`src/hdl/trtcm_pkg.sv`:
```
`timescale 1ns / 1ps
// Shared widths, codes, constants and types of the two-rate three-color marker.
package trtcm_pkg;

  localparam int unsigned RateW    = 37;
  localparam int unsigned BurstW   = 24;
  localparam int unsigned TokW     = 24;
  localparam int unsigned TimeW    = 32;
  localparam int unsigned BytesW   = 16;
  localparam int unsigned ColorW   = 2;
  localparam int unsigned CfgIdxW  = 3;
  localparam int unsigned CfgDataW = 37;
  localparam int unsigned EarnW    = TokW + 1;
  localparam int unsigned EarnLat  = 5;

  // floor(x / 8000000) = floor(floor(x / 2^9) / 15625)
  localparam int unsigned ByteShift  = 9;
  localparam int unsigned NumW       = 38;
  localparam int unsigned RecipW     = 39;
  localparam int unsigned RecipShift = 52;
  localparam logic [RecipW-1:0] RecipMul = 39'd288230376152;
  localparam logic [NumW-1:0]   SatLimit = 38'd262144000000;

  typedef enum logic [ColorW-1:0] {
    ColorGreen  = 2'd0,
    ColorYellow = 2'd1,
    ColorRed    = 2'd2
  } color_e;

  typedef enum logic [CfgIdxW-1:0] {
    RegPeakRate       = 3'd0,
    RegPeakBurst      = 3'd1,
    RegCommittedRate  = 3'd2,
    RegCommittedBurst = 3'd3,
    RegUpdateInterval = 3'd4
  } cfg_reg_e;

  typedef struct packed {
    logic              peak_we;
    logic              committed_we;
    logic [BurstW-1:0] data;
  } burst_wr_t;

endpackage

```
`src/hdl/trtcm_earn.sv`:
```
`timescale 1ns / 1ps
// Pipelined token credit: min(floor(rate * elapsed / 8000000), 2^24).
module trtcm_earn (
  input  logic                           clk_i,
  input  logic [trtcm_pkg::RateW-1:0]    rate_i,
  input  logic [trtcm_pkg::TimeW-1:0]    elapsed_i,
  output logic [trtcm_pkg::EarnW-1:0]    earned_o
);
  import trtcm_pkg::*;

  localparam int unsigned RateLoW = 18;
  localparam int unsigned RateHiW = RateW - RateLoW;
  localparam int unsigned PpLoW   = RateLoW + TimeW;
  localparam int unsigned PpHiW   = RateHiW + TimeW;
  localparam int unsigned ProdW   = RateW + TimeW;
  localparam int unsigned ShW     = ProdW - ByteShift;
  localparam int unsigned NLoW    = 19;
  localparam int unsigned NHiW    = NumW - NLoW;
  localparam int unsigned MLoW    = 20;
  localparam int unsigned MHiW    = RecipW - MLoW;
  localparam int unsigned P00W    = NLoW + MLoW;
  localparam int unsigned P01W    = NLoW + MHiW;
  localparam int unsigned P10W    = NHiW + MLoW;
  localparam int unsigned P11W    = NHiW + MHiW;
  localparam int unsigned LoW     = NLoW + RecipW;
  localparam int unsigned HiW     = NHiW + RecipW;
  localparam int unsigned SumW    = NumW + RecipW;
  localparam logic [MLoW-1:0] MLo = RecipMul[MLoW-1:0];
  localparam logic [MHiW-1:0] MHi = RecipMul[RecipW-1:MLoW];

  logic [PpLoW-1:0] pp_lo_q;
  logic [PpHiW-1:0] pp_hi_q;
  logic [ProdW-1:0] prod;
  logic [ShW-1:0]   num;
  logic [NumW-1:0]  n_q;
  logic             sat_q, sat3_q, sat4_q;
  logic [P00W-1:0]  p00_q;
  logic [P01W-1:0]  p01_q;
  logic [P10W-1:0]  p10_q;
  logic [P11W-1:0]  p11_q;
  logic [LoW-1:0]   lo_q;
  logic [HiW-1:0]   hi_q;
  logic [SumW-1:0]  total;
  logic [EarnW-1:0] earned_d, earned_q;

  always_comb begin
    prod     = ProdW'(pp_lo_q) + {pp_hi_q, RateLoW'(0)};
    num      = prod[ProdW-1:ByteShift];
    total    = SumW'(lo_q) + {hi_q, NLoW'(0)};
    earned_d = sat4_q ? {1'b1, TokW'(0)} : {1'b0, total[RecipShift +: TokW]};
  end

  always_ff @(posedge clk_i) begin
    pp_lo_q  <= PpLoW'(rate_i[RateLoW-1:0]) * PpLoW'(elapsed_i);
    pp_hi_q  <= PpHiW'(rate_i[RateW-1:RateLoW]) * PpHiW'(elapsed_i);
    n_q      <= num[NumW-1:0];
    sat_q    <= (|num[ShW-1:NumW]) || (num[NumW-1:0] >= SatLimit);
    p00_q    <= P00W'(n_q[NLoW-1:0]) * P00W'(MLo);
    p01_q    <= P01W'(n_q[NLoW-1:0]) * P01W'(MHi);
    p10_q    <= P10W'(n_q[NumW-1:NLoW]) * P10W'(MLo);
    p11_q    <= P11W'(n_q[NumW-1:NLoW]) * P11W'(MHi);
    sat3_q   <= sat_q;
    lo_q     <= LoW'(p00_q) + {p01_q, MLoW'(0)};
    hi_q     <= HiW'(p10_q) + {p11_q, MLoW'(0)};
    sat4_q   <= sat3_q;
    earned_q <= earned_d;
  end

  assign earned_o = earned_q;

endmodule

```
`config.mk`:
```
export PLATFORM = sky130hd
export DESIGN_NAME = trtcm_earn
export DESIGN_NICKNAME = d
export VERILOG_FILES = /design/src/hdl/trtcm_pkg.sv /design/src/hdl/trtcm_earn.sv
export SDC_FILE = /design/constraint.sdc
export NUM_CORES = 2
export LEC_CHECK = 0
export BUFFER_PORTS_ARGS = -buffer_cell sky130_fd_sc_hd__clkbuf_2
export CAP_MARGIN = 20
export CORE_ASPECT_RATIO = 2
export CORE_MARGIN = 2
export CORE_UTILIZATION = 45
export DETAILED_ROUTE_END_ITERATION = 10
export SLEW_MARGIN = 15
export SYNTH_ARGS = -nofsm -noshare
export SYNTH_HDL_FRONTEND = slang
export SYNTH_SLANG_ARGS = --single-unit
```
`constraint.sdc`:
```
create_clock -name clk_i -period 10.5 [get_ports clk_i]
set_input_delay 2.1 -clock clk_i [delete_from_list [all_inputs] [get_ports clk_i]]
set_output_delay 2.1 -clock clk_i [all_outputs]
set_load 0.005 [all_outputs]
```
==> summary.txt <==
Run status
  – Status: complete, no violations

Yosys
  – Most common cell in the netlist: inv_1
  – Ys Warns: 0
  – Async SR Flop Fraction: 0%
  – Cells after Synth: 7767
  – Main area contributors after synthesis: fa_1 (40%), ha_1 (16%), dfxtp_1 (10%)
  – Number of synthesized flops with an enable pin: 0
  – Top cell type's share of synthesized area: 39.8%
  – Syn Nets: 10200
  – #FFs+latches synth: 377
  – Largest area contributor in the netlist: fa_1
  – Post-synth top cells: inv_1 (2005), fa_1 (1436), ha_1 (920), nand2_1 (770), and2_1 (539)
  – Register area share after synthesis: 10.4%
  – Main synth FF type: dfxtp_1
  – Netlist Area Pre-Place: 72200 sq um
  – Post-Syn Area per Cell: 9.30 sq um
  – Yosys cell types: 82

Clock network
  – Num CTS Buffers: 40
  – CTS resizes: 0
  – CTS sink cnt: 377
  – CTS tree: built
  – H-tree Lvls: 2
  – Clk slew on worst S/H paths: 60 ps
  – Clock tree buffer depth: 3
  – CTS Root Buffer Type: clkbuf_16
  – Setup Buffers After CTS: 0
  – Latest clock arrival within the worst-skew pair: 650 ps
  – Cts hold-fix bufs: 0

Critical path
  – Max stage delay on crit path: 650 ps
  – Worst setup path class: in -> reg
  – WP depth: 27
  – Slowest CP cell: nor3_1
  – Worst endpoint data arrival time: 10090 ps
  – Top delay family on crit path: adder cells
  – Crit path top cell by count: fa_1
  – Worst reg2reg path depth: 23
  – Worst EP required: 11070 ps
  – Crit Path Max Fanout: 20
  – Worst path bufs/invs: 7
  – Crit path capture type: flop
  – Startpoint class of the critical path: input pin

Route
  – DR iter-0 viols: 1991
  – Via count: 51100
  – DRC: 0
  – Post-route ant nets: 0
  – Routed vias/inst: 5.17
  – Wire length per cell: 20.2 microns
  – Detailed Route WL: 200000 microns
  – DR pass1 iterations: 5

Floorplanning
  – Die Width: 287 microns
  – Row count: 208
  – Core area: 160000 sq um
  – Initial Util: 45.1%
  – Die height: 571 microns
  – Io pins: 95
  – DIE AREA: 164000 sq um

Placed design
  – RePlAce Congestion: 0.912
  – Port bufs: 94
  – HPWL Detailed: 168000 microns

Cells and area
  – Register area: 7550 sq um
  – NumNets Final: 10200
  – Proportion of layout cells with a drive suffix above 1: 3.79%
  – Area of the multi-input gates: 56200 sq um
  – Synth-to-layout area growth: 5.89%
  – Filler cells: 15300

GRT
  – Vias in the first global route: 58200
  – Pin count of the biggest net entering global routing: 38
  – Global-route wire length before repair: 313000 microns
  – Initial antenna violation count: 6
  – Total grt overflow: 0
  – Tot GR Track Use: 25.2%

Timing
  – Final period util: 90.7%
  – Setup violators final: 0
  – RSZ-0062 raised after global routing: no
  – Tightest Pin Transition: 1170 ps
  – Hold Fails Final Rpt: 0
  – Max_slew headroom: 21.9%
  – Setup TNS: 0 ps
  – Tmin final: 9520 ps
  – Clock skew: 45.7 ps
  – Max Fclk: 105 MHz
  – Count of pins over their slew limit: 0

Hold path
  – Hold depth: 0
  – Class of the worst hold path: reg -> reg

Job
  – Maxcap violations: 0
## through the flow
stage / hold slack [ps] / instance area, sq um / worst slack [ps] / util [%] / std cells
after floorplan: 310 / 72200 / 2190 / - / 7767
after global placement: 311 / 75100 / 335 / 46.9 / 9804
after detailed placement: 312 / 75100 / 320 / 46.9 / 9804
after CTS: 327 / 76500 / 964 / 47.8 / 9874
after global routing: 330 / 76500 / 680 / 47.8 / 9875
final: 326 / 76500 / 976 / 47.8 / 9878
## cells in the final DEF, fill, tap and decap left out, types with 72 or more instances in the layout
cell type / Yosys / final
a21oi_1: 191 / 191
dfxtp_1: 377 / 377
xor2_1: 91 / 91
fa_1: 1436 / 1436
a21o_1: 119 / 119
nand3_1: 72 / 72
nand2_1: 770 / 770
xnor2_1: 210 / 210
inv_1: 2005 / 2005
and2_1: 539 / 539
ha_1: 920 / 920
nor2_1: 185 / 185
clkbuf_2: 0 / 94
o21ai_0: 116 / 116
buf_4: 0 / 92
## layout make-up
class	instances	share of cell area [%]
clock inverters	20	0.366
flip-flops and latches	377	9.87
multi-input cells	5135	73.5
repair buffers	187	1.54
clock buffers	50	1.44
well taps	2100	3.43
diodes	4	0.0131
inverters	2005	9.84
## sequential cells by signal, indices dropped and copies added, names as in the netlist, 19 cells and up
name      cells
p01_q        38
lo_q         36
p00_q        19
earned_o     25
pp_hi_q      51
p11_q        37
p10_q        35
hi_q         54
n_q          38
pp_lo_q      41
## layer usage
| layer | vias up | GRT usage [%] | part of all wire (%) |
|---|---|---|---|
| li1 | 23200 | - | - |
| met1 | 26100 | 22.7 | 31 |
| met2 | 1195 | 51.6 | 57 |
| met3 | 599 | 2.22 | 3.1 |
| met4 | 2 | 17.1 | 8.1 |
| met5 | - | 0 | 0.0090 |
## path summary, 6_finish.rpt
path	start	endpoint	slack, ps
max	elapsed_i[17]	pp_hi_q[49]	980
min	sat3_q	sat4_q	330
max reg2reg	n_q[12]	p01_q[36]	2800
min reg2reg	sat3_q	sat4_q	330
## cells by family (layout without fill, tap and decap cells)
| family | Yosys count | count (layout) | synth area share [%] |
|---|---|---|---|
| compound gates | 662 | 662 | 6.09 |
| xor+xnor | 301 | 301 | 3.65 |
| fa+ha+maj | 2356 | 2356 | 55.7 |
| buf+inv | 2255 | 2262 | 11.7 |
| flops | 377 | 377 | 10.4 |
| mux | 4 | 4 | 0.0554 |
| other cells | 0 | 4 | 0 |
| simple gates | 1812 | 1812 | 12.3 |
Power is not shown: default switching activity piles up to over one toggle a cycle in this logic, so the estimate is an artifact.
