--- src/hdl/trtcm_pkg.sv ---
`timescale 1ns / 1ps
// Shared widths, codes, constants and types of the two-rate three-color marker.
package trtcm_pkg;

  localparam int unsigned RateW    = 37;
  localparam int unsigned BurstW   = 24;
  localparam int unsigned TokW     = 24;
  localparam int unsigned TimeW    = 32;
  localparam int unsigned BytesW   = 16;
  localparam int unsigned ColorW   = 2;
  localparam int unsigned CfgIdxW  = 3;
  localparam int unsigned CfgDataW = 37;
  localparam int unsigned EarnW    = TokW + 1;
  localparam int unsigned EarnLat  = 5;

  // floor(x / 8000000) = floor(floor(x / 2^9) / 15625)
  localparam int unsigned ByteShift  = 9;
  localparam int unsigned NumW       = 38;
  localparam int unsigned RecipW     = 39;
  localparam int unsigned RecipShift = 52;
  localparam logic [RecipW-1:0] RecipMul = 39'd288230376152;
  localparam logic [NumW-1:0]   SatLimit = 38'd262144000000;

  typedef enum logic [ColorW-1:0] {
    ColorGreen  = 2'd0,
    ColorYellow = 2'd1,
    ColorRed    = 2'd2
  } color_e;

  typedef enum logic [CfgIdxW-1:0] {
    RegPeakRate       = 3'd0,
    RegPeakBurst      = 3'd1,
    RegCommittedRate  = 3'd2,
    RegCommittedBurst = 3'd3,
    RegUpdateInterval = 3'd4
  } cfg_reg_e;

  typedef struct packed {
    logic              peak_we;
    logic              committed_we;
    logic [BurstW-1:0] data;
  } burst_wr_t;

endpackage

--- src/hdl/trtcm_ofifo.sv ---
`timescale 1ns / 1ps
// Result queue with in-flight credit count that drives input ready.
module trtcm_ofifo #(
  parameter int unsigned Depth = 16
) (
  input  logic                         clk_i,
  input  logic                         rst_ni,
  input  logic                         in_fire_i,
  output logic                         in_ready_o,
  input  logic                         wr_i,
  input  logic [trtcm_pkg::ColorW-1:0] wr_color_i,
  output logic                         out_valid_o,
  input  logic                         out_ready_i,
  output logic [trtcm_pkg::ColorW-1:0] out_color_o
);
  import trtcm_pkg::*;

  localparam int unsigned PtrW = (Depth > 1) ? $clog2(Depth) : 1;
  localparam int unsigned CntW = $clog2(Depth + 1);

  logic [ColorW-1:0] mem [Depth];
  logic [PtrW-1:0]   wr_ptr_q, rd_ptr_q;
  logic [CntW-1:0]   cnt_q, cnt_d, credit_q, credit_d;
  logic              out_fire;

  assign out_valid_o = (cnt_q != '0);
  assign out_color_o = mem[rd_ptr_q];
  assign out_fire    = out_valid_o && out_ready_i;
  assign in_ready_o  = (credit_q < CntW'(Depth));

  always_comb begin
    case ({wr_i, out_fire})
      2'b10:   cnt_d = cnt_q + CntW'(1);
      2'b01:   cnt_d = cnt_q - CntW'(1);
      default: cnt_d = cnt_q;
    endcase
    case ({in_fire_i, out_fire})
      2'b10:   credit_d = credit_q + CntW'(1);
      2'b01:   credit_d = credit_q - CntW'(1);
      default: credit_d = credit_q;
    endcase
  end

  always_ff @(posedge clk_i) begin
    if (wr_i) begin
      mem[wr_ptr_q] <= wr_color_i;
    end
  end

  always_ff @(posedge clk_i or negedge rst_ni) begin
    if (!rst_ni) begin
      wr_ptr_q <= '0;
      rd_ptr_q <= '0;
      cnt_q    <= '0;
      credit_q <= '0;
    end else begin
      cnt_q    <= cnt_d;
      credit_q <= credit_d;
      if (wr_i) begin
        wr_ptr_q <= (wr_ptr_q == PtrW'(Depth - 1)) ? '0 : wr_ptr_q + PtrW'(1);
      end
      if (out_fire) begin
        rd_ptr_q <= (rd_ptr_q == PtrW'(Depth - 1)) ? '0 : rd_ptr_q + PtrW'(1);
      end
    end
  end

  assert property (@(posedge clk_i) disable iff (!rst_ni) cnt_q <= credit_q)
    else $error("queue holds more results than items in flight");
  assert property (@(posedge clk_i) disable iff (!rst_ni) wr_i |-> cnt_q < credit_q)
    else $error("result written with no item in flight");

endmodule

--- config.mk ---
export PLATFORM = sky130hd
export DESIGN_NAME = trtcm_ofifo
export DESIGN_NICKNAME = d
export VERILOG_FILES = /design/src/hdl/trtcm_pkg.sv /design/src/hdl/trtcm_ofifo.sv
export SDC_FILE = /design/constraint.sdc
export NUM_CORES = 1
export LEC_CHECK = 0
export BUFFER_PORTS_ARGS = -buffer_cell sky130_fd_sc_hd__buf_2
export CAP_MARGIN = 5
export CORE_UTILIZATION = 50
export CTS_CLUSTER_DIAMETER = 40
export CTS_CLUSTER_SIZE = 14
export DETAILED_ROUTE_END_ITERATION = 7
export HOLD_SLACK_MARGIN = 0.15
export MAX_ROUTING_LAYER = met4
export PLACE_DENSITY = 0.73
export RECOVER_POWER = 25
export SETUP_SLACK_MARGIN = 0.5
export SLEW_MARGIN = 20
export SYNTH_ARGS = -nofsm -noshare
export SYNTH_HDL_FRONTEND = slang
export SYNTH_SLANG_ARGS = --single-unit
--- constraint.sdc ---
create_clock -name clk_i -period 2.9 [get_ports clk_i]
set_clock_uncertainty 0.15 [all_clocks]
set_input_delay 0.435 -clock clk_i [delete_from_list [all_inputs] [get_ports clk_i]]
set_output_delay 0.435 -clock clk_i [all_outputs]
set_load 0.03 [all_outputs]
==> flow_summary.json <==
{
  "die_w_um": 71.7,
  "n_antenna_cell": 0,
  "slowest_delay_ns": 0.43,
  "yosys_warnings": 0,
  "relSlewSlack_pct": 55.7,
  "highest_layer": "met4",
  "synth_top_family_by_area": "simple AND/OR/NAND/NOR gates",
  "synth_cell_types": 32,
  "fin_ws_ns": 0.453,
  "crit_path_end_kind": "flip-flop",
  "cts_buffers": 5,
  "synth_top_area_share_pct": 39.6,
  "syn_nets": 216,
  "met1_length_um": 2060,
  "dpl_worst_slack_ns": 0.240,
  "r2r_cells": 10,
  "antenna_found_initial": 0,
  "reg2reg_slack_ns": 0.45,
  "place.gp.congestion": 0.767,
  "core_um2": 4500,
  "wl_per_cell_um": 17.1,
  "portBuffers": 10,
  "cts_tree": "built",
  "synth_compound_area_share_pct": 8.40,
  "crit_start": "cnt_q[4]$_DFFE_PN0P_",
  "die_y_um": 71.7,
  "path_depth": 10,
  "clk_pin_slew_ns": 0.09,
  "yosys.area_share.simple_pct": 10.7,
  "worst_slew_pin_slew_ns": 0.664,
  "peakVddDrop_mv": 0.610,
  "drtIter0Drc": 157,
  "period_minus_slack_ns": 2.45,
  "yosysSeqAreaShare_pct": 58.1,
  "rows": 24,
  "io_pins": 11,
  "synth.mux.area_fraction_pct": 6.80,
  "synth_area_leaders": "edfxtp_1 40%, dfrtp_1 19%, ha_1 6.7%",
  "rsz0062_at_grt": "yes",
  "synth_adder_area_share_pct": 8.35,
  "wl_met3_um": 128,
  "critical_path_class": "flip-flop to flip-flop",
  "first_global_vias": 1698,
  "power_density_nw_per_um2": 1020,
  "syn2layout_area_growth_pct": 22.3,
  "dr_wl_met2_um": 2510,
  "clock_latency_ns": 0.29,
  "r2r_end": "credit_q[4]$_DFFE_PN0P_",
  "root_buffer": "clkbuf_8",
  "num_vias": 1608,
  "netlist_area_um2": 2430,
  "grt_max_degree": 19,
  "dr.pass1.iters": 4,
  "drv_cap": 0,
  "timing.critical_path.to": "credit_q[4]$_DFFE_PN0P_",
  "slowest_stage": "dfrtp_1",
  "multiInputGateArea_um2": 1100,
  "slew_viol_final": 0,
  "ant_nets": 0,
  "grt-ovfl-total": 0,
  "synth_top_cell_by_area": "edfxtp_1",
  "hold_path_class": "flip-flop to flip-flop",
  "cts_sinks": 50,
  "dp_hpwl_um": 3190,
  "cts.path.max_buffers": 2,
  "r2r_start": "cnt_q[4]$_DFFE_PN0P_",
  "period_share_pct": 84.4,
  "nets": 248,
  "grt_pass1_wl_um": 7940,
  "start_kind": "flip-flop",
  "initial_core_util_pct": 53.9,
  "seq_area_um2": 1420,
  "cp_num_buf_inv": 1,
  "hold_viol": 0,
  "die-area_um2": 5140,
  "syn_avg_cell_area_um2": 12.5,
  "synth_seq_cells": 50,
  "layout-drive-gt1-share_pct": 30.4,
  "worst-endpoint-arrival_ns": 2.49,
  "required_ns": 2.94,
  "setup_violations": 0,
  "grtUsageTotal_pct": 21.1,
  "synth_xor_area_share_pct": 3.97,
  "tns_ns": 0,
  "status": "complete, no violations",
  "max_freq_ghz": 0.409,
  "drt-total-wl_um": 4780,
  "cp_common_cell": "ha_4",
  "async_reset_ff_share_pct": 36.0,
  "path_cells": "nor3_4 > a21boi_2 > buf_4 > ha_4 > ha_4 > nor2b_4 > o21ai_2 > a21oi_2 > or3b_1 > xnor2_1",
  "vias_per_cell": 5.76,
  "p_leak_nw": 1.12,
  "fillers": 325,
  "synthCells": 194,
  "drc_errors": 0,
  "worst-path-max-fanout": 4,
  "synth_ff_type": "edfxtp_1",
  "htree_levels": 2,
  "crit_family": "simple AND/OR/NAND/NOR gates",
  "synth-edff-count": 32,
  "power_w": 0.00302
}
## report_power, final
| group | internal [W] | switching, W | leakage (nW) |
|---|---|---|---|
| sequential | 0.000938 | 0.000197 | 0.502 |
| combinational | 0.000735 | 0.000747 | 0.573 |
| clock | 0.000192 | 0.000215 | 0.0472 |
| total | 0.00186 | 0.00116 | 1.12 |
## synthesized netlist by cell type (5+ instances only)
cell type and instances:
edfxtp_1 32, nand2_1 19, dfrtp_1 18, nor2_1 16, ha_1 13, inv_1 13
a21oi_1 8, o21ai_0 7, xnor2_1 7, nor2b_1 6, o21ai_1 6, clkbuf_1 5
nand2b_1 5, nor3_1 5
## state kept, by name (all words and copies together), names as in the netlist
| name | count |
|---|---|
| wr_ptr_q | 4 |
| rd_ptr_q | 4 |
| credit_q | 5 |
| cnt_q | 5 |
| mem | 32 |
## repair_timing
| item | 4_1_cts | 5_1_grt |
|---|---|---|
| endpoints found under the setup margin | 4 | 5 |
| gates resized for setup | 21 | 17 |
| hold endpoints to repair | 18 | 0 |
| buffers inserted | 14 | 7 |
| hold buffers | 1 | 0 |
| pin swaps | 5 | 16 |
## worst min-delay path by stage
stage                              endpoint  depth (start not counted)               startpoint  slack, ns
CTS                 wr_ptr_q[1]$_DFFE_PN0P_                          2                     wr_i       0.33
detailed placement  credit_q[0]$_DFFE_PN0P_                          1                   rst_ni       0.25
finish              credit_q[4]$_DFFE_PN0P_                          1  credit_q[4]$_DFFE_PN0P_       0.32
floorplan              cnt_q[0]$_DFFE_PN0P_                          0                   rst_ni      -0.01
global placement    credit_q[1]$_DFFE_PN0P_                          1                   rst_ni       0.24
global route        credit_q[4]$_DFFE_PN0P_                          1  credit_q[4]$_DFFE_PN0P_       0.36
## cells by family (layout without fill, tap and decap cells)
| group | count (synthesis) | count (layout) |
|---|---|---|
| AND/OR/NAND/NOR | 56 | 56 |
| XOR/XNOR | 11 | 11 |
| multiplexers | 8 | 8 |
| buffers and inverters | 21 | 54 |
| AO/OA/AOI/OAI | 33 | 33 |
| adder cells (fa/ha/maj) | 15 | 15 |
| flip-flops | 50 | 50 |
## through the flow
stage          util (%)  hold slack, ns  area [µm²]  instances
3_3_place_gp       56.0           0.239        2520        249
5_1_grt            65.9           0.356        2970        279
2_1_floorplan         -         -0.0106        2440        194
3_5_place_dp       56.0           0.247        2520        249
6_report           65.9           0.319        2970        279
4_1_cts            62.9           0.332        2830        272
## routing by layer
layer	up-vias	GRT usage (%)
met5	-	-
met4	0	7.19
met3	10	3.23
met2	31	34.1
met1	817	27.4
li1	750	-
## layout by cell type (no fill, tap or decap), types with 4 or more instances in the layout
| master | count |
|---|---|
| nor2_1 | 16 |
| edfxtp_1 | 32 |
| dfrtp_1 | 15 |
| ha_4 | 6 |
| inv_1 | 11 |
| a21oi_1 | 5 |
| xor2_1 | 4 |
| mux4_2 | 5 |
| buf_2 | 6 |
| o21ai_0 | 6 |
| buf_4 | 21 |
| xnor2_1 | 7 |
| nor2b_1 | 5 |
| clkbuf_8 | 6 |
| ha_1 | 7 |
| nand2_1 | 19 |
| o21ai_1 | 6 |
| nand2b_1 | 5 |
## layout make-up
| type | instances | area share (%) |
|---|---|---|
| clock inverters | 2 | 0.421 |
| well taps | 52 | 2.19 |
| clock buffers | 6 | 2.78 |
| inverters | 13 | 1.73 |
| multi-input cells | 123 | 36.9 |
| repair buffers | 33 | 8.34 |
| flip-flops and latches | 50 | 47.6 |
(Power assumes the default switching activity.)
