<file path="src/hdl/trtcm_pkg.sv">
`timescale 1ns / 1ps
// Shared widths, codes, constants and types of the two-rate three-color marker.
package trtcm_pkg;

  localparam int unsigned RateW    = 37;
  localparam int unsigned BurstW   = 24;
  localparam int unsigned TokW     = 24;
  localparam int unsigned TimeW    = 32;
  localparam int unsigned BytesW   = 16;
  localparam int unsigned ColorW   = 2;
  localparam int unsigned CfgIdxW  = 3;
  localparam int unsigned CfgDataW = 37;
  localparam int unsigned EarnW    = TokW + 1;
  localparam int unsigned EarnLat  = 5;

  // floor(x / 8000000) = floor(floor(x / 2^9) / 15625)
  localparam int unsigned ByteShift  = 9;
  localparam int unsigned NumW       = 38;
  localparam int unsigned RecipW     = 39;
  localparam int unsigned RecipShift = 52;
  localparam logic [RecipW-1:0] RecipMul = 39'd288230376152;
  localparam logic [NumW-1:0]   SatLimit = 38'd262144000000;

  typedef enum logic [ColorW-1:0] {
    ColorGreen  = 2'd0,
    ColorYellow = 2'd1,
    ColorRed    = 2'd2
  } color_e;

  typedef enum logic [CfgIdxW-1:0] {
    RegPeakRate       = 3'd0,
    RegPeakBurst      = 3'd1,
    RegCommittedRate  = 3'd2,
    RegCommittedBurst = 3'd3,
    RegUpdateInterval = 3'd4
  } cfg_reg_e;

  typedef struct packed {
    logic              peak_we;
    logic              committed_we;
    logic [BurstW-1:0] data;
  } burst_wr_t;

endpackage

</file>
<file path="src/hdl/trtcm_marker.sv">
`timescale 1ns / 1ps
// Token buckets, burst registers and color decision.
module trtcm_marker (
  input  logic                         clk_i,
  input  logic                         rst_ni,
  input  trtcm_pkg::burst_wr_t         burst_wr_i,
  input  logic                         valid_i,
  input  logic [trtcm_pkg::BytesW-1:0] bytes_i,
  input  logic [trtcm_pkg::EarnW-1:0]  peak_earned_i,
  input  logic [trtcm_pkg::EarnW-1:0]  committed_earned_i,
  output logic [trtcm_pkg::ColorW-1:0] color_o
);
  import trtcm_pkg::*;

  localparam int unsigned SumW = TokW + 2;

  logic [BurstW-1:0] peak_burst_q, committed_burst_q;
  logic [TokW-1:0]   peak_tok_q, peak_tok_d, committed_tok_q, committed_tok_d;
  logic [SumW-1:0]   peak_sum, committed_sum;
  logic [TokW-1:0]   peak_fill, committed_fill, bytes_ext;
  color_e            color;

  always_comb begin
    peak_sum       = SumW'(peak_tok_q) + SumW'(peak_earned_i);
    committed_sum  = SumW'(committed_tok_q) + SumW'(committed_earned_i);
    peak_fill      = (peak_sum > SumW'(peak_burst_q)) ? peak_burst_q : peak_sum[TokW-1:0];
    committed_fill = (committed_sum > SumW'(committed_burst_q)) ?
                     committed_burst_q : committed_sum[TokW-1:0];
    bytes_ext      = TokW'(bytes_i);
    if (peak_fill < bytes_ext) begin
      color           = ColorRed;
      peak_tok_d      = peak_fill;
      committed_tok_d = committed_fill;
    end else if (committed_fill < bytes_ext) begin
      color           = ColorYellow;
      peak_tok_d      = peak_fill - bytes_ext;
      committed_tok_d = committed_fill;
    end else begin
      color           = ColorGreen;
      peak_tok_d      = peak_fill - bytes_ext;
      committed_tok_d = committed_fill - bytes_ext;
    end
  end

  assign color_o = color;

  always_ff @(posedge clk_i or negedge rst_ni) begin
    if (!rst_ni) begin
      peak_burst_q <= '0;
      peak_tok_q   <= '0;
    end else if (burst_wr_i.peak_we) begin
      peak_burst_q <= burst_wr_i.data;
      peak_tok_q   <= burst_wr_i.data;
    end else if (valid_i) begin
      peak_tok_q   <= peak_tok_d;
    end
  end

  always_ff @(posedge clk_i or negedge rst_ni) begin
    if (!rst_ni) begin
      committed_burst_q <= '0;
      committed_tok_q   <= '0;
    end else if (burst_wr_i.committed_we) begin
      committed_burst_q <= burst_wr_i.data;
      committed_tok_q   <= burst_wr_i.data;
    end else if (valid_i) begin
      committed_tok_q   <= committed_tok_d;
    end
  end

  assert property (@(posedge clk_i) disable iff (!rst_ni) peak_tok_q <= peak_burst_q)
    else $error("peak bucket above its burst size");
  assert property (@(posedge clk_i) disable iff (!rst_ni)
    committed_tok_q <= committed_burst_q)
    else $error("committed bucket above its burst size");

endmodule

</file>
<file path="config.mk">
export PLATFORM = sky130hd
export DESIGN_NAME = trtcm_marker
export DESIGN_NICKNAME = d
export VERILOG_FILES = /design/src/hdl/trtcm_pkg.sv /design/src/hdl/trtcm_marker.sv
export SDC_FILE = /design/constraint.sdc
export NUM_CORES = 1
export LEC_CHECK = 0
export BUFFER_PORTS_ARGS = -buffer_cell sky130_fd_sc_hd__clkbuf_2
export CAP_MARGIN = 20
export CORE_MARGIN = 4
export CORE_UTILIZATION = 63
export CTS_BUF_LIST = sky130_fd_sc_hd__clkbuf_4 sky130_fd_sc_hd__clkbuf_8
export DETAILED_ROUTE_END_ITERATION = 6
export PLACE_DENSITY_LB_ADDON = 0.2
export SKIP_LAST_GASP = 1
export SYNTH_ARGS = -nofsm -noshare
export SYNTH_HDL_FRONTEND = slang
export SYNTH_SLANG_ARGS = --single-unit
</file>
<file path="constraint.sdc">
create_clock -name clk_i -period 11.4 [get_ports clk_i]
set_input_delay 1.71 -clock clk_i [delete_from_list [all_inputs] [get_ports clk_i]]
set_output_delay 1.71 -clock clk_i [all_outputs]
set_load 0.02 [all_outputs]
</file>
==> out/metrics.yaml, run 1 <==
floorplanning:
  dieArea_um2: 18800
  placementRows: 46
  core_um2: 16100
  start_util_pct: 65.0
  io_pins: 97
  die_h_um: 137
  fp.dieW_um: 137
synthesis:
  syn_area_per_cell_um2: 8.01
  synth_nets: 1534
  synth_seq_cells: 96
  ys_warn_count: 0
  synth_top_family_by_area: "compound AO/OA/AOI/OAI gates"
  synth_mux_area_share_pct: 6.04
  netlist_area_um2: 10500
  synth_cell_types: 77
  ys_seq_area_share_pct: 22.9
  synth_compound_area_share_pct: 25.6
  synth-adder-area-share_pct: 16.1
  synthXorXnorAreaFrac_pct: 6.19
  ys_async_sr_fraction_pct: 100
  synthSimpleGateAreaFrac_pct: 17.6
  synthFlopType: "dfrtp_1"
  synth-edff-count: 0
  netlist_instances: 1307
place:
  placed_cells: 1584
  gp_congestion: 0.991
  dp_slack_ns: 0.464
  post_dp_cell_area_um2: 11100
  dp_hpwl_um: 23700
  port_buffers: 96
clock_tree:
  cts_max_path_buffers: 2
  cts_tree: "built"
  path_clk_slew_ns: 0.09
  cts-buffers-inserted: 9
  h-tree-depth: 3
  worstSkewPairLatency_ns: 0.39
  root_buffer: "clkbuf_8"
  cts_sinks: 96
outcome:
  violations: "DRC"
  status: "complete, but fails checks"
run:
  cap_violations: 0
timing:
  setup_ws_ns: 0.540
  setup_viol: 0
  finalCritPeriodShare_pct: 95.3
  max_freq_mhz: 92.1
  tightestPinTransition_ns: 1.03
  min_period_ns: 10.86
  slew_violations: 0
  hold_viol: 0
  tns_ns: 0
  holdWs_ns: 0.522
  slew_headroom_pct: 31.1
  clock-skew-final_ns: 0.0114
  rsz0062_at_grt: "false"
finish:
  final_util_pct: 70.2
  fillCellCount: 1351
  final_area_um2: 11300
  n_antenna_cell: 0
  num-nets-final: 1606
  drive_gt1_share_pct: 12.3
  syn_to_final_growth_pct: 8.06
  final_cell_count_no_fill: 1600
  final_common_cell: "nand2_1"
  final_cell_mix: "nand2_1, ha_1, o21ai_0"
worst_setup_path:
  startpoint_type: "input pin"
  cp.required_ns: 9.69
  max_stage_delay_ns: 0.51
  r2r_slack_ns: 2.81
  slowest_stage: "or4_1"
  critPathKind: "input pin to output pin"
  r2r_end: "committed_tok_q[0]"
  cp.arrival_ns: 9.15
  reg2reg_from: "peak_tok_q[0]"
  ff2ff_path_depth: 32
  critPathCaptureType: "output pin"
  critPathMaxFanout: 13
grt:
  grt_max_degree: 72
  grt_antenna_before_repair: 0
  grt_pass1_wl_um: 47800
  grt_overflow_total: 0
  grt_pass1_vias: 9630
  grt_usage_pct: 32.0
power_and_ir_drop:
  p_per_area_nw_per_um2: 247
  swShare_pct: 50.6
  power_mw: 2.80
  cell_internal_pwr_mw: 1.38
  p_leak_nw: 5.34
  combinationalPowerShare_pct: 75.1
  switchingPower_mw: 1.41
  ir_worst_vdd_mv: 0.111
  clkPwrFrac_pct: 8.2
  pwr-share-seq_pct: 16.7
drt:
  first_pass_iters: 7
  via_per_inst: 6.33
  drtAntennaViolNets: 0
  vias: 10121
  drc: 4
  wl_per_cell_um: 18.7
  first_iter_violations: 1106
  routed_wl_um: 29900
min_path:
  worstHoldStart: "peak_tok_q[23]"
  hold_path_class: "flop to flop"
  hold_depth: 2
  hold_end: "peak_tok_q[23]"
layout make-up:
| class | count | area [um^2] | share of cell area, % |
|---|---|---|---|
| well taps | 216 | 270 | 2.39 |
| multi-input cells | 1068 | 7510 | 66.4 |
| repair buffers | 110 | 588 | 5.20 |
| inverters | 94 | 353 | 3.12 |
| clock buffers | 10 | 131 | 1.16 |
| clock inverters | 6 | 60.1 | 0.531 |
| flip-flops and latches | 96 | 2400 | 21.2 |
flip-flops by register name, indices dropped and copies added (netlist names):
| register | cells |
|---|---|
| committed_burst_q | 24 |
| peak_tok_q | 24 |
| committed_tok_q | 24 |
| peak_burst_q | 24 |
Yosys cell counts (5+ instances only):
cell type	number	share of area (%)
mux2i_1	34	3.2
a21boi_0	5	0.36
ha_1	128	15
nor2b_1	11	0.66
xor2_1	31	2.6
o21bai_1	8	0.57
and2_1	5	0.30
a221o_1	5	0.48
inv_1	93	3.3
dfrtp_1	96	23
nand4_1	18	1.1
a21oi_1	106	5.1
xnor2_1	43	3.6
nor2_1	75	2.7
nand2b_1	17	1.0
nor4_1	13	0.78
o31ai_1	10	0.72
o21ai_0	110	5.3
o2111ai_1	6	0.50
nand2_1	157	5.6
clkbuf_1	37	1.3
mux2_2	26	2.8
o21ai_1	5	0.24
or3_1	7	0.42
a211o_1	15	1.3
o211ai_1	27	1.9
nand3_1	30	1.4
nor3_1	21	1.0
a21o_1	24	1.7
and3_1	7	0.42
a211oi_1	16	1.1
a221oi_1	5	0.42
a31oi_1	9	0.54
o21a_1	20	1.4
critical path, delay by kind of cell:
kind	cells	cell delay (ns)
buffers and inverters	3	0.32
adder cells (fa/ha/maj)	5	1.53
XOR/XNOR	1	0.10
AO/OA/AOI/OAI	12	2.46
AND/OR/NAND/NOR	10	3.00
cells by family (layout without fill, tap and decap cells):
group / count (synthesis) / count (layout)
fa+ha+maj: 132 / 132
compound gates: 416 / 416
simple gates: 386 / 386
xor+xnor: 74 / 74
flops: 96 / 96
buf+inv: 143 / 220
mux: 60 / 60
timing repair:
action | 4_1_cts | 5_1_grt
hold buffers | 0 | 0
endpoints found under the hold margin | 0 | 0
gates resized for setup | 0 | 4
setup endpoints to repair | 0 | 2
setup buffers | 0 | 0
worst max-delay path by stage:
stage / from / endpoint / slack [ns] / depth (start not counted)
after global routing: peak_earned_i[0] / color_o[0] / 0.003 / 31
after floorplan: peak_earned_i[0] / color_o[0] / 0.88 / 33
after detailed placement: peak_earned_i[6] / color_o[0] / 0.46 / 30
final: peak_earned_i[0] / color_o[0] / 0.54 / 31
after CTS: peak_earned_i[6] / color_o[0] / 0.45 / 30
after global placement: peak_earned_i[0] / color_o[0] / 0.69 / 31
power groups by stage:
stage / clock [mW] / sequential (mW) / combinational, mW
after CTS: 0.233 / 0.463 / 2.05
after floorplan: 0 / 0.442 / 1.58
after global routing: 0.247 / 0.471 / 2.32
after detailed placement: 0 / 0.468 / 2.03
final: 0.230 / 0.466 / 2.10
after global placement: 0 / 0.468 / 2.01
layer usage:
layer | up-vias | part of all wire, % | global-route usage [%]
li1 | 4931 | - | -
met3 | 59 | 6.8 | 3.64
met2 | 424 | 45 | 51.9
met4 | 0 | 3.2 | 11.3
met5 | - | 0 | 0
met1 | 4707 | 45 | 44.4
Note: power is estimated with default switching activity, not from simulation.
==> run 2, diff against run 1 <==
- ABC_AREA: unset -> 1
==> run 2 against run 1 <==
- the flow still finishes with violations (DRC)
- die area up 0.64%
- area after synthesis up 0.68%
- utilization down 1.6 points
- synthesized cell count up 18%
- critical path depth up 5
- flip-flop and latch count unchanged
- setup slack better by 0.36 ns
- global-route usage down 2.8 points
- clock-buffer cell count up 3
==> out/metrics.yaml, run 2 <==
worst_setup_path:
  ff2ff_path_depth: 37  # +16%
  slowest_stage: "nand2_4"
  max_stage_delay_ns: 0.50  # about the same
  startpoint_type: "input pin"
  critPathMaxFanout: 46  # +33
  reg2reg_from: "committed_tok_q[0]"
  cp_common_cell: "nand2_1"
  cp.required_ns: 9.69  # about the same
  critPathCaptureType: "output pin"
  critPathKind: "input pin to output pin"
  cp.arrival_ns: 8.79  # -0.36 ns
  r2r_end: "committed_tok_q[3]"
  r2r_slack_ns: 3.66  # +0.85 ns
clock_tree:
  cts-buffers-inserted: 9  # unchanged
  cts_sinks: 96  # unchanged
  cts_tree: "built"
  worstSkewPairLatency_ns: 0.38  # about the same
  post-cts-setup-buffers: 0  # unchanged
  h-tree-depth: 3  # unchanged
  cts_max_path_buffers: 2  # unchanged
  path_clk_slew_ns: 0.09  # about the same
  hold_buffers: 0  # unchanged
  cts.repair.resized: 0  # unchanged
  root_buffer: "clkbuf_8"
min_path:
  hold_path_class: "flop to flop"
  hold_end: "committed_tok_q[2]"
  worstHoldStart: "committed_tok_q[2]"
  hold_depth: 2  # unchanged
finish:
  num-nets-final: 1844  # +15%
  fillCellCount: 1526  # +13%
  final_common_cell: "nand2_1"
  syn_to_final_growth_pct: 7.15
  final_util_pct: 68.6  # -1.6 points
  n_antenna_cell: 0  # unchanged
  final_cell_mix: "nand2_1, inv_1, ha_1"
  drive_gt1_share_pct: 10.9  # -1.4 points
floorplanning:
  core_um2: 16500  # +2.2%
  placementRows: 47  # +2.2%
  dieArea_um2: 18900  # +0.64%
  fp.dieW_um: 137  # +0.32%
  start_util_pct: 64.1  # -0.95 points
  io_pins: 97  # unchanged
  die_h_um: 137  # +0.32%
drt:
  via_per_inst: 5.59  # -12%
  first_iter_violations: 772  # -30%
  drtAntennaViolNets: 0  # unchanged
  first_pass_iters: 7  # unchanged
  wl_per_cell_um: 14.8  # -21%
  routed_wl_um: 27400  # -8.6%
  vias: 10299  # +1.8%
  drc: 2  # -2
grt:
  grt_usage_pct: 29.2  # -2.8 points
  grt_max_degree: 67  # -6.9%
  grt_overflow_total: 0  # unchanged
  grt_pass1_wl_um: 44600  # -6.9%
  grt_pass1_vias: 9453  # -1.8%
  grt_antenna_before_repair: 0  # unchanged
timing:
  max_freq_mhz: 95.2  # +3.4%
  setup_viol: 0  # unchanged
  slew_headroom_pct: 31.9  # +0.87 points
  min_period_ns: 10.50  # -0.356 ns
  setup_ws_ns: 0.896  # +0.356 ns
  slew_violations: 0  # unchanged
  tightestPinTransition_ns: 1.02  # -0.0120 ns
  hold_viol: 0  # unchanged
  tns_ns: 0  # unchanged
  finalCritPeriodShare_pct: 92.1  # -3.1 points
  rsz0062_at_grt: "false"
  clock-skew-final_ns: 0.0149  # +0.00351 ns
synthesis:
  yosysMostFrequentCell: "nand2_1"
  ys_seq_area_share_pct: 22.8  # -0.16 points
  synth_common_cells: "nand2_1, inv_1, ha_1, nand3_1, o21ai_0"
  ys_async_sr_fraction_pct: 100  # unchanged
  yosys.area.top_type: "dfrtp_1"
  ys_warn_count: 0  # unchanged
  synth_seq_cells: 96  # unchanged
  synthFlopType: "dfrtp_1"
  synth_nets: 1770  # +15%
  synth-edff-count: 0  # unchanged
  netlist_top_cells_area: "dfrtp_1, nand2_1, ha_1, inv_1, nand3_1"
  synth_top_area_share_pct: 22.8  # -0.16 points
  netlist_instances: 1543  # +18%
  netlist_area_um2: 10500  # +0.68%
  syn_area_per_cell_um2: 6.83  # -15%
  synth_cell_types: 46  # -40%
place:
  dp_slack_ns: 1.02  # +0.556 ns
  port_buffers: 96  # unchanged
  gp_congestion: 0.925  # -6.7%
  dp_hpwl_um: 22100  # -6.8%
power_and_ir_drop:
  p_per_area_nw_per_um2: 248  # +0.21%
  p_leak_nw: 6.15  # +15%
  ir_worst_vdd_mv: 0.111  # +0.18%
  power_mw: 2.80  # about the same
run:
  cap_violations: 0  # unchanged
outcome:
  violations: "DRC"
  status: "complete, but fails checks"
run 2: changes by cell type in the layout (fill, tap and decap cells not counted), moves of 17 or more:
cell | previous run | this run
inv_1 | 93 | 192
nand2_1 | 157 | 440
mux2_2 | 26 | 0
o211ai_1 | 27 | 4
a21boi_0 | 5 | 33
o21a_1 | 20 | 0
mux2i_1 | 34 | 0
nand2b_1 | 17 | 0
nand3_1 | 30 | 111
run 2: kinds of logic (layout without fill, tap and decap cells):
| family | count (synthesis) | in the layout | synth area share (%) |
|---|---|---|---|
| compound gates | 300 | 300 | 17.0 |
| xor+xnor | 74 | 74 | 6.15 |
| fa+ha+maj | 132 | 132 | 15.9 |
| buf+inv | 232 | 311 | 9.03 |
| flops | 96 | 96 | 22.8 |
| simple gates | 709 | 709 | 29.1 |
run 2: where the power goes:
| part | internal (mW) | switching, mW |
|---|---|---|
| Clock | 0.0922 | 0.119 |
| Combinational | 0.799 | 1.32 |
| Sequential | 0.413 | 0.0584 |
| Total | 1.30 | 1.49 |
run 2: cell type report:
| cell class | count | area [um^2] | area share [%] |
|---|---|---|---|
| multi-input combinational | 1215 | 7200 | 63.7 |
| sequential | 96 | 2400 | 21.3 |
| inverter | 194 | 728 | 6.44 |
| timing repair buffer | 101 | 520 | 4.61 |
| tap | 220 | 275 | 2.44 |
| clock buffer | 13 | 160 | 1.42 |
| clock inverter | 3 | 17.5 | 0.155 |
run 2: worst max path at each step:
stage,cells past startpoint,start,slack [ns],endpoint
2_1_floorplan,37,committed_earned_i[0],2.02,color_o[0]
3_3_place_gp,36,committed_earned_i[0],1.21,color_o[0]
3_5_place_dp,36,committed_earned_i[0],1.02,color_o[0]
4_1_cts,36,committed_earned_i[0],1.00,color_o[0]
5_1_grt,37,committed_earned_i[4],0.24,color_o[0]
6_report,36,committed_earned_i[0],0.90,color_o[0]
run 2: critical path, delay by kind of cell:
| family | cells | cell delay [ns] |
|---|---|---|
| xor+xnor | 1 | 0.17 |
| simple gates | 18 | 3.11 |
| fa+ha+maj | 5 | 1.60 |
| compound gates | 8 | 1.73 |
| buf+inv | 4 | 0.46 |
run 2: through the flow:
| stage | instances | hold slack [ns] | cell area, um^2 |
|---|---|---|---|
| after global routing | 1842 | 0.557 | 11300 |
| after global placement | 1826 | 0.497 | 11100 |
| after floorplan | 1543 | 0.469 | 10500 |
| final | 1842 | 0.518 | 11300 |
| after detailed placement | 1826 | 0.487 | 11100 |
| after CTS | 1842 | 0.522 | 11300 |
run 2: routing by layer:
layer,up-vias,track usage [%],routed length [um]
li1,5257,-,-
met3,24,3.36,1540
met4,0,5.60,339
met1,4701,41.3,12800
met2,317,48.7,12700
met5,-,0,0
==> run 3, diff against run 2 <==
- BUFFER_PORTS_ARGS: -buffer_cell sky130_fd_sc_hd__clkbuf_2 -> unset
- CORE_MARGIN: 4 -> 5
- CORE_UTILIZATION: 63 -> 65
- DONT_BUFFER_PORTS: unset -> 1
==> run 3 against run 2 <==
- the run now ends clean
- clock-buffer cell count decreased by 2
- largest cell class unchanged
- cell count decreased by 5.5%
- clock skew increased by 0.0024 ns
- via count shrank 4.1%
==> out/metrics.yaml, run 3 (synthesized netlist as in run 2, its figures left out) <==
drt:
  first_iter_violations: 751  # -2.7%
  routed_wl_um: 27300  # -0.19%
  via_per_inst: 5.67  # +1.4%
  vias: 9875  # -4.1%
  drtAntennaViolNets: 0  # unchanged
  drc: 0  # -2
  first_pass_iters: 5  # -2
  wl_per_cell_um: 15.7  # +5.6%
timing:
  tightestPinTransition_ns: 0.945  # -0.0762 ns
  hold_viol: 0  # unchanged
  finalCritPeriodShare_pct: 92.5  # +0.39 points
  slew_headroom_pct: 37.0  # +5.0 points
  tns_ns: 0  # unchanged
  rsz0062_at_grt: "false"
  setup_viol: 0  # unchanged
  clock-skew-final_ns: 0.0173  # +0.00238 ns
  slew_violations: 0  # unchanged
  max_freq_mhz: 94.8  # -0.42%
  holdWs_ns: 0.524  # +0.00571 ns
  min_period_ns: 10.55  # +0.0442 ns
worst_setup_path:
  critPathKind: "input pin to output pin"
  critPathCaptureType: "output pin"
  max_stage_delay_ns: 0.49  # about the same
  cp_common_cell: "nand2_1"
  cp.required_ns: 9.69  # about the same
  ff2ff_path_depth: 38  # +2.7%
  crit_path_end: "color_o[0]"
  cp.arrival_ns: 8.84  # +0.05 ns
  critPathMaxFanout: 46  # unchanged
  reg2reg_from: "committed_tok_q[4]"
  slowest_stage: "nand2_4"
  r2r_end: "committed_tok_q[4]"
  r2r_slack_ns: 3.60  # -0.06 ns
  startpoint: "committed_earned_i[0]"
  startpoint_type: "input pin"
finish:
  final_util_pct: 68.2  # -0.38 points
  num-nets-final: 1747  # -5.3%
  n_antenna_cell: 0  # unchanged
  final_area_um2: 10800  # -4.1%
  fillCellCount: 1400  # -8.3%
  final_cell_mix: "nand2_1, inv_1, ha_1"
  drive_gt1_share_pct: 5.18  # -5.7 points
  syn_to_final_growth_pct: 2.80
  final_common_cell: "nand2_1"
place:
  port_buffers: 0  # -100%
  dp_hpwl_um: 22100  # -0.11%
  gp_congestion: 0.977  # +5.7%
  post_dp_cell_area_um2: 10600  # -4.5%
clock_tree:
  root_buffer: "clkbuf_8"
  worstSkewPairLatency_ns: 0.38  # about the same
  cts_max_path_buffers: 2  # unchanged
  cts_sinks: 96  # unchanged
  cts.repair.resized: 0  # unchanged
  h-tree-depth: 3  # unchanged
  path_clk_slew_ns: 0.10  # about the same
  cts_tree: "built"
  cts-buffers-inserted: 9  # unchanged
  hold_buffers: 0  # unchanged
  post-cts-setup-buffers: 0  # unchanged
grt:
  grt_max_degree: 97  # +45%
  grt_overflow_total: 0  # unchanged
  grt_usage_pct: 29.3  # +0.058 points
  grt_pass1_vias: 9287  # -1.8%
  grt_antenna_before_repair: 0  # unchanged
  grt_pass1_wl_um: 44500  # -0.17%
outcome:
  status: "completed"
run:
  cap_violations: 0  # unchanged
floorplanning:
  placementRows: 46  # -2.1%
  core_um2: 15900  # -3.5%
  dieArea_um2: 18900  # about the same
  fp.dieW_um: 137  # about the same
  die_h_um: 137  # about the same
  start_util_pct: 66.4  # +2.3 points
  io_pins: 97  # unchanged
power_and_ir_drop:
  ir_worst_vdd_mv: 0.126  # +13%
  p_leak_nw: 5.75  # -6.5%
  p_per_area_nw_per_um2: 259  # +4.6%
  power_mw: 2.81  # +0.35%
min_path:
  hold_path_class: "flop to flop"
==> run 3: cell count changes in the layout (fill, tap and decap cells not counted), sizes merged <==
cell / change
buf: -2
bufinv: +1
clkbuf: -97
clkinv: -1
clkinvlp: +1
inv: +1
==> run 3: worst min path at each step <==
stage	startpoint	endpoint	slack, ns	cells past startpoint
2_1_floorplan	peak_tok_q[18]	peak_tok_q[18]	0.47	2
3_3_place_gp	committed_tok_q[0]	committed_tok_q[0]	0.49	2
5_1_grt	committed_tok_q[0]	committed_tok_q[0]	0.55	2
4_1_cts	committed_tok_q[0]	committed_tok_q[0]	0.52	2
6_report	committed_tok_q[0]	committed_tok_q[0]	0.52	2
3_5_place_dp	committed_tok_q[0]	committed_tok_q[0]	0.50	2
==> run 3: critical path: cells and delay by family <==
| kind | cells | cell delay [ns] |
|---|---|---|
| AND/OR/NAND/NOR | 18 | 3.46 |
| AO/OA/AOI/OAI | 8 | 1.74 |
| buffers and inverters | 2 | 0.20 |
| XOR/XNOR | 1 | 0.17 |
| adder cells (fa/ha/maj) | 5 | 1.57 |
==> run 3: stage by stage <==
step	setup slack (ns)	cells
6_report	0.852	1741
3_3_place_gp	1.25	1725
4_1_cts	0.953	1741
3_5_place_dp	0.959	1725
2_1_floorplan	2.02	1543
5_1_grt	0.132	1741
==> run 3: where the power goes <==
part / leakage (nW) / switching [mW] / internal, mW / total (mW)
Combinational: 4.48 / 1.30 / 0.791 / 2.09
Sequential: 1.16 / 0.0607 / 0.413 / 0.473
Clock: 0.102 / 0.127 / 0.115 / 0.242
Total: 5.75 / 1.49 / 1.32 / 2.81
==> run 3: routing by layer <==
metal | vias up | wire length (um) | track usage [%]
li1 | 5046 | - | -
met4 | 0 | 672 | 8.87
met5 | - | 0 | 0
met2 | 332 | 12400 | 47.2
met3 | 40 | 1850 | 4.35
met1 | 4457 | 12400 | 40.8
==> run 3: final cells by class <==
class,count,area [um^2],share of cell area (%)
clock buffers,11,151,1.40
flip-flops and latches,96,2400,22.2
repair buffers,4,30.0,0.277
clock inverters,5,62.6,0.577
multi-input cells,1215,7200,66.4
inverters,194,728,6.72
well taps,216,270,2.49
